<file path="src/sv/ssi_pkg.sv">
`timescale 1ns / 1ps
// ----------------------------------------------------------------------------
// ssi_pkg: shared types and constants for the segment set intersection block
// Sizes, command codes, the word formats that pass from the front to the back,
// and the helpers for coordinate conversion and the parameter range test.
// ----------------------------------------------------------------------------
package ssi_pkg;

  localparam int MAX_SEGMENTS = 16;
  localparam int COORD_BITS   = 16;
  localparam int FIELD_W      = 16;

  localparam int CNT_W   = $clog2(MAX_SEGMENTS + 1);
  localparam int ADDR_W  = (MAX_SEGMENTS > 1) ? $clog2(MAX_SEGMENTS) : 1;
  localparam int DIFF_W  = COORD_BITS + 1;
  localparam int PROD_W  = 2 * DIFF_W;
  localparam int CROSS_W = PROD_W + 1;

  // The queue depth must be a power of two so the pointers wrap on their own.
  localparam int QUEUE_DEPTH = 2;
  localparam int QPTR_W      = (QUEUE_DEPTH > 1) ? $clog2(QUEUE_DEPTH) : 1;
  localparam int QCNT_W      = $clog2(QUEUE_DEPTH + 1);

  localparam logic [1:0] CMD_LOAD  = 2'd0;
  localparam logic [1:0] CMD_CLEAR = 2'd1;
  localparam logic [1:0] CMD_TEST  = 2'd2;

  typedef logic signed [COORD_BITS-1:0] coord_t;
  typedef logic signed [DIFF_W-1:0]     diff_t;
  typedef logic signed [PROD_W-1:0]     prod_t;
  typedef logic signed [CROSS_W-1:0]    cross_t;

  typedef enum logic [1:0] {
    OP_LOAD,
    OP_CLEAR,
    OP_TEST
  } op_t;

  typedef struct packed {
    coord_t xs;
    coord_t ys;
    coord_t xe;
    coord_t ye;
  } seg_t;

  typedef struct packed {
    op_t  op;
    seg_t seg;
    logic final_test;
  } item_t;

  typedef struct packed {
    logic segment_hit;
    logic shapes_collide;
    logic run_done;
  } res_t;

  typedef enum logic [1:0] {
    BK_IDLE,
    BK_RUN,
    BK_RESULT
  } back_state_t;

  // Low COORD_BITS bits of a field, read as two's complement.
  function automatic coord_t to_coord(input logic [FIELD_W-1:0] f);
    return coord_t'(f[COORD_BITS-1:0]);
  endfunction

  // True when num/den lies in [0,1]; den is known to be nonzero.
  function automatic logic in_unit(input cross_t num, input cross_t den);
    logic ok;
    if (!den[CROSS_W-1]) begin
      ok = !num[CROSS_W-1] && (num <= den);
    end else begin
      ok = (num[CROSS_W-1] || (num == '0)) && (num >= den);
    end
    return ok;
  endfunction

endpackage

</file>
<file path="src/sv/ssi_queue.sv">
`timescale 1ns / 1ps
// ----------------------------------------------------------------------------
// ssi_queue: short word queue between decode and execution
// A small first-in first-out buffer so that decode keeps taking words while
// a test is still running.
// ----------------------------------------------------------------------------
module ssi_queue import ssi_pkg::*; (
  input  logic  clk,
  input  logic  rst_n,
  input  logic  push_valid,
  input  item_t push_item,
  output logic  full,
  input  logic  pop,
  output item_t pop_item,
  output logic  empty
);

  item_t             entries [QUEUE_DEPTH];
  logic [QPTR_W-1:0] wr_ptr_r, wr_ptr_nxt;
  logic [QPTR_W-1:0] rd_ptr_r, rd_ptr_nxt;
  logic [QCNT_W-1:0] cnt_r, cnt_nxt;
  logic              do_push, do_pop;

  assign full     = (cnt_r == QCNT_W'(QUEUE_DEPTH));
  assign empty    = (cnt_r == '0);
  assign do_push  = push_valid && !full;
  assign do_pop   = pop && !empty;
  assign pop_item = entries[rd_ptr_r];

  always_comb begin
    wr_ptr_nxt = do_push ? wr_ptr_r + 1'b1 : wr_ptr_r;
    rd_ptr_nxt = do_pop  ? rd_ptr_r + 1'b1 : rd_ptr_r;
    cnt_nxt    = cnt_r;
    if (do_push && !do_pop) begin
      cnt_nxt = cnt_r + 1'b1;
    end else if (do_pop && !do_push) begin
      cnt_nxt = cnt_r - 1'b1;
    end
  end

  always_ff @(posedge clk) begin
    if (!rst_n) begin
      wr_ptr_r <= '0;
      rd_ptr_r <= '0;
      cnt_r    <= '0;
    end else begin
      wr_ptr_r <= wr_ptr_nxt;
      rd_ptr_r <= rd_ptr_nxt;
      cnt_r    <= cnt_nxt;
    end
  end

  always_ff @(posedge clk) begin
    if (do_push) begin
      entries[wr_ptr_r] <= push_item;
    end
  end

endmodule

</file>
<file path="config.mk">
export PLATFORM = sky130hd
export DESIGN_NAME = ssi_queue
export DESIGN_NICKNAME = d
export VERILOG_FILES = /design/src/sv/ssi_pkg.sv /design/src/sv/ssi_queue.sv
export SDC_FILE = /design/constraint.sdc
export NUM_CORES = 1
export LEC_CHECK = 0
export ABC_CLOCK_PERIOD_IN_PS = 12100
export BUFFER_PORTS_ARGS = -buffer_cell sky130_fd_sc_hd__buf_2
export CAP_MARGIN = 15
export CORE_ASPECT_RATIO = 0.9
export CORE_MARGIN = 2
export CORE_UTILIZATION = 56
export DETAILED_ROUTE_END_ITERATION = 8
export PLACE_DENSITY = 0.85
export REMOVE_ABC_BUFFERS = 1
export SLEW_MARGIN = 20
export SYNTH_ARGS = -nofsm -noshare
export SYNTH_HDL_FRONTEND = slang
export SYNTH_SLANG_ARGS = --single-unit
</file>
<file path="constraint.sdc">
create_clock -name clk -period 12.1 [get_ports clk]
set_clock_uncertainty 0.05 [all_clocks]
set_input_delay 1.815 -clock clk [delete_from_list [all_inputs] [get_ports clk]]
set_output_delay 1.815 -clock clk [all_outputs]
set_load 0.01 [all_outputs]
</file>
==> results of run 1 <==
layout by cell type, fill, tap and decap left out, drive strengths merged:
cell and n:
o21ai 2, nand2b 1, ha 1, o21a 1, a21boi 2, and3 1, clkbuf 18, edfxtp 134
or3 1, bufinv 3, and2 3, nor2 2, buf 143, clkinv 1, nor3 1, clkinvlp 5
xor2 1, dfxtp 5, xnor2 2, mux2 67, inv 6
cells by family after synthesis:
| family | Yosys count | share of synthesized area (%) |
|---|---|---|
| flip-flops | 139 | 81.36 |
| multiplexers | 67 | 14.89 |
| XOR/XNOR | 3 | 0.5185 |
| adder cells (fa/ha/maj) | 1 | 0.2468 |
| buffers and inverters | 9 | 1.259 |
| AND/OR/NAND/NOR | 9 | 1.086 |
| AO/OA/AOI/OAI | 5 | 0.6418 |
worst paths after layout:
path | from | to | slack, ns | cells after the start
hold / removal | cnt_r[1] | cnt_r[1] | 0.47 | 2
hold reg to reg | cnt_r[1] | cnt_r[1] | 0.47 | 2
setup reg to reg | cnt_r[0] | entries[1][15] | 9.87 | 3
setup / recovery | flip-flop | pop_item[4] | 8.15 | 3
per-stage QoR:
| stage | power [uW] | instance area [um2] |
|---|---|---|
| finish | 1439 | 6481 |
| global route | 1503 | 6481 |
| CTS | 1454 | 6481 |
| detailed placement | 947.4 | 5896 |
| global placement | 937.0 | 5896 |
| floorplan | 826.1 | 5012 |
worst register-to-register path: stages, from the launching register on:
cell      delay [ns]
dfxtp_1         0.41
nand2b_1        0.19
and3_2          0.58
buf_4           0.59
area by class of cell:
| type | count | area share, % |
|---|---|---|
| Timing Repair Buffer | 143 | 11.20 |
| Inverter | 2 | 0.1158 |
| Clock buffer | 18 | 6.448 |
| Multi-Input combinational cell | 85 | 13.71 |
| Tap cell | 119 | 2.297 |
| Sequential cell | 139 | 63.65 |
| Clock inverter | 13 | 2.587 |
sequential cells by signal (all words and copies together) (netlist names), named ones only:
| name | cells |
|---|---|
| cnt_r | 2 |
| entries | 134 |
| rd_ptr_r | 1 |
| wr_ptr_r | 1 |
power breakdown:
group	internal [uW]	switching [uW]	total (uW)
Combinational	140	172	313
Sequential	606	17.3	623
Clock	314	189	503
Total	1060	378	1440
layer usage:
metal | track usage [%] | up-vias | share of wire (%)
met5 | 0 | - | 0
met4 | 6.644 | 0 | 1.3
met3 | 9.501 | 10 | 9.1
met2 | 30.50 | 125 | 49
met1 | 22.76 | 1305 | 41
li1 | - | 1236 | -
==> results.txt, run 1 <==
post-synthesis cell count = 233
# Post-CTS Setup Buffers = 0
Post-synth top cells = 134 x edfxtp_1, 37 x mux2_2, 30 x mux2_1
Detailed Route WL = 8930 um
Vias = 2676
synthesized cell area = 5069 um2
Initial Utilization = 58.34%
area leader, netlist = edfxtp_1
first-pass GRT wire length = 13620 um
Global Route Usage Sum = 19.13%
core box area = 8688 um2
P&R area growth vs syn = 27.87%
Worst Setup End Kind = output pin
Buf/Inv on CP = 2
library cells used by synthesis = 23
Max H-tree Level = 4
GRT overflow = 0
n_diodes = 0
RSZ-0062 raised after global routing = no
Clock Latency Late Sink = 0.51 ns
I/O pins = 140
CTS Buf Count = 17
Gates resized, CTS repair = 0
arrival time worst endpoint = 2.09 ns
leakage = 0.002446 uW
CTS max path bufs = 2
PD cells = 222.0 nW/um2
Die X = 104.3 um
EDFF count, synth = 134
Routed Antenna Nets = 0
largest net degree at the start of global routing = 68
full die area = 9829 um2
Slew HR = 42.14%
max incr delay on CP = 0.67 ns
Die Y = 94.26 um
final setup fails = 0
crit path cell chain = buf_4 > mux2_2 > buf_2
status = complete, no violations
nets@finish = 460
Critical Path RT = 10.23 ns
Max Fclk = 0.2532 GHz
Worst-Margin Slew = 0.8679 ns
final worst setup slack = 8.150 ns
Final Util = 74.60%
Via density = 5.156
Worst Setup Start Kind = flip-flop
placed insts = 488
most common flop cell mapped by yosys = edfxtp_1
synth warn = 0
cts hold-fix bufs = 0
clk root buf = clkbuf_8
Synth top area share = 79.39%
top-count cell post-synth = edfxtp_1
Place WS = 8.537 ns
ys async rst share = 0%
worst hold slack = 0.4732 ns
initial drt markers = 134
DP HPWL = 5692 um
Hold Vio Cnt, Final = 0
Max-cap violations = 0
Period Utilization, post-route = 32.65%
Worst-path clk slew = 0.06 ns
Port Buffer Count = 139
vias in the first global route = 2698
share of cells above drive strength 1 = 53.50%
initial antenna violation count = 0
fin cells = 519
critical path's top delay family = buffers and inverters
Slew Limit Fails = 0
Register Area = 4125 um2
DRC viols = 0
worst-path maximum fanout = 67
Mean Syn Cell Area = 21.75 um2
highest ir drop seen on vdd = 159.1 uV
WL per Instance = 17.21 um
filler cell count = 539
crit path time final = 3.950 ns
CP max stage cell = buf_4
synthesis-stage register bit count = 139
Placer Congestion = 0.7325
synth top area cells = edfxtp_1 79%, mux2_2 8.2%, mux2_1 6.7%, dfxtp_1 2.0%, buf_6 0.67%
post-synthesis sequential area ratio = 81.36%
CTS tree = built
clock sink count = 139
DRT Pass-1 Iters = 4
critical path class = reg2out
row count = 32
multi-input logic area = 888.4 um2
Setup TNS = 0 ns
worst min-delay path class = reg2reg
(Power assumes the default switching activity.)
==> run 2: changes to the inputs <==
--- a/config.mk
+++ b/config.mk
@@ -5,14 +5,14 @@
 export SDC_FILE = /design/constraint.sdc
 export NUM_CORES = 1
 export LEC_CHECK = 0
-export ABC_CLOCK_PERIOD_IN_PS = 12100
+export ABC_CLOCK_PERIOD_IN_PS = 3740
 export BUFFER_PORTS_ARGS = -buffer_cell sky130_fd_sc_hd__buf_2
 export CAP_MARGIN = 15
 export CORE_ASPECT_RATIO = 0.9
 export CORE_MARGIN = 2
-export CORE_UTILIZATION = 56
+export CORE_UTILIZATION = 52
 export DETAILED_ROUTE_END_ITERATION = 8
-export PLACE_DENSITY = 0.85
+export PLACE_DENSITY = 0.79
 export REMOVE_ABC_BUFFERS = 1
 export SLEW_MARGIN = 20
 export SYNTH_ARGS = -nofsm -noshare
==> constraint.sdc (replaced) <==
create_clock -name clk -period 3.74 [get_ports clk]
set_clock_uncertainty 0.05 [all_clocks]
set_input_delay 0.561 -clock clk [delete_from_list [all_inputs] [get_ports clk]]
set_output_delay 0.561 -clock clk [all_outputs]
set_load 0.01 [all_outputs]
==> run 2 against run 1 <==
Register-to-register slack worse by 8.2 ns. Sequential share of layout area down 0.88 points. Clock-buffer cell count down 1. First-iteration DRC count down 34%. Via count down 2.5%. Global-route usage down 2.2 points. Utilization down 5.9 points. Sequential power rose to 3.4 times the previous value. Sequential cell count unchanged. Non-clock buffer count down 2. Total power rose to 3.4 times the previous value. Die area up 7.4%.
==> results.txt, run 2 (same netlist as run 1, synthesis figures left out) <==
Clock Latency Late Sink = 0.51 ns (about the same)
Port Buffer Count = 139 (unchanged)
Worst-Margin Slew = 0.9138 ns (was 0.8679 ns)
Reg2Reg Launch Point = cnt_r[0] (unchanged)
Via density = 4.971 (was 5.156)
critical path class = reg2out (unchanged)
Global Route Usage Sum = 16.90% (was 19.13%)
Slew HR = 39.08% (was 42.14%)
largest net degree at the start of global routing = 69 (was 68)
first-pass GRT wire length = 13140 um (was 13620 um)
full die area = 10550 um2 (was 9829 um2)
PD cells = 742.0 nW/um2 (was 222.0 nW/um2)
CTS max path bufs = 2 (unchanged)
placed insts = 493 (was 488)
DRC viols = 0 (unchanged)
Overall Power = 4879 uW (was 1439 uW)
Place WS = 1.559 ns (was 8.537 ns)
most common cell after layout, fill and taps aside = buf_2 (unchanged)
Hold Path Origin = push_item[54] (was cnt_r[1])
CTS Buf Count = 17 (unchanged)
Max H-tree Level = 4 (unchanged)
most frequent cells in the layout = 139 x buf_2, 134 x edfxtp_1, 37 x mux2_2 (unchanged)
worst hold stages = 1 (was 2)
Gates resized, CTS repair = 0 (unchanged)
worst r2r path cells = 3 (unchanged)
CTS tree = built (unchanged)
Worst R2R End = entries[1][22] (was entries[1][15])
RSZ-0062 raised after global routing = no (unchanged)
worst-path maximum fanout = 67 (unchanged)
fin cells = 525 (was 519)
I/O pins = 140 (unchanged)
n_diodes = 0 (unchanged)
cts hold-fix bufs = 0 (unchanged)
arrival time worst endpoint = 2.08 ns (was 2.09 ns)
Hold Vio Cnt, Final = 0 (unchanged)
leakage = 0.002498 uW (was 0.002446 uW)
worst min-delay path class = in2reg (was reg2reg)
nets@finish = 458 (was 460)
Vias = 2610 (was 2676)
clock sink count = 139 (unchanged)
Period Utilization, post-route = 71.87%
final worst setup slack = 1.052 ns (was 8.150 ns)
GRT overflow = 0 (unchanged)
crit path time final = 2.688 ns
# Post-CTS Setup Buffers = 0 (unchanged)
Die X = 108.1 um (was 104.3 um)
Slew Limit Fails = 0 (unchanged)
Die Y = 97.66 um (was 94.26 um)
share of cells above drive strength 1 = 53.63% (was 53.50%)
P&R area growth vs syn = 29.75% (was 27.87%)
Worst-path clk slew = 0.06 ns (about the same)
r2r setup slk = 1.70 ns (was 9.87 ns)
max FFs per register = 134 (unchanged)
Critical Path RT = 3.13 ns (was 10.23 ns)
Worst Setup End Kind = output pin (unchanged)
Worst Setup Start Kind = flip-flop (unchanged)
Setup TNS = 0 ns (unchanged)
initial drt markers = 89 (was 134)
Detailed Route WL = 8498 um (was 8930 um)
row count = 34 (was 32)
filler cell count = 657 (was 539)
Max-cap violations = 0 (unchanged)
Placer Congestion = 0.7182 (was 0.7325)
Max Fclk = 0.3721 GHz
status = complete, no violations (unchanged)
clk root buf = clkbuf_8 (unchanged)
initial antenna violation count = 0 (unchanged)
Final Util = 68.71% (was 74.60%)
Top reg by flops = entries (unchanged)
Worst Hold Path EP = entries[1][54] (was cnt_r[1])
Routed Antenna Nets = 0 (unchanged)
vias in the first global route = 2740 (was 2698)
DP HPWL = 5275 um (was 5692 um)
Initial Utilization = 52.95% (was 58.34%)
WL per Instance = 16.19 um (was 17.21 um)
highest ir drop seen on vdd = 451.0 uV (was 159.1 uV)
Regs by FF count = entries: 134 flops, cnt_r: 2 flops (unchanged)
final setup fails = 0 (unchanged)
core box area = 9572 um2 (was 8688 um2)
DRT Pass-1 Iters = 4 (unchanged)
[run 2: routing by layer]
metal | track usage [%] | vias up | wire [um] | part of all wire, %
li1 | - | 1231 | - | -
met1 | 20.04 | 1265 | 3424 | 40
met2 | 27.67 | 108 | 4274 | 50
met3 | 7.176 | 6 | 737 | 8.7
met4 | 5.917 | 0 | 60 | 0.71
met5 | 0 | - | 0 | 0
[run 2: how the worst max path moves through the flow]
stage | slack [ns] | start | cells after the start | endpoint
after floorplan | -0.05 | push_valid | 2 | entries[0][0]
final | 1.05 | flip-flop | 2 | pop_item[10]
after detailed placement | 1.56 | flip-flop | 2 | pop_item[51]
after global routing | 0.95 | flip-flop | 2 | pop_item[51]
after CTS | 1.00 | flip-flop | 2 | pop_item[51]
after global placement | 1.57 | flip-flop | 2 | pop_item[10]
[run 2: final cells by class]
type / instances / area (um2) / share of cell area (%)
clock buffers: 17 / 414.1 / 6.298
clock inverters: 15 / 257.7 / 3.919
inverters: 2 / 7.507 / 0.1142
multi-input cells: 85 / 888.4 / 13.51
flip-flops and latches: 139 / 4128 / 62.77
well taps: 126 / 157.7 / 2.397
repair buffers: 141 / 723.2 / 11.00
[run 2: power breakdown]
part / switching (uW) / internal [uW] / total [uW]
clock: 634 / 1230 / 1870
sequential: 152 / 1960 / 2110
combinational: 450 / 449 / 899
[run 2: critical path, stage by stage (launching register included)]
cell	delay (ns)
dfxtp_4	0.95
mux2_2	0.44
buf_2	0.14
[run 2: metrics by stage]
stage | hold slack (ns) | cell area, um2
after floorplan | 0.4333 | 5012
after global placement | 0.4500 | 5904
after detailed placement | 0.4682 | 5904
after CTS | 0.1607 | 6576
after global routing | 0.1554 | 6576
final | 0.1890 | 6576
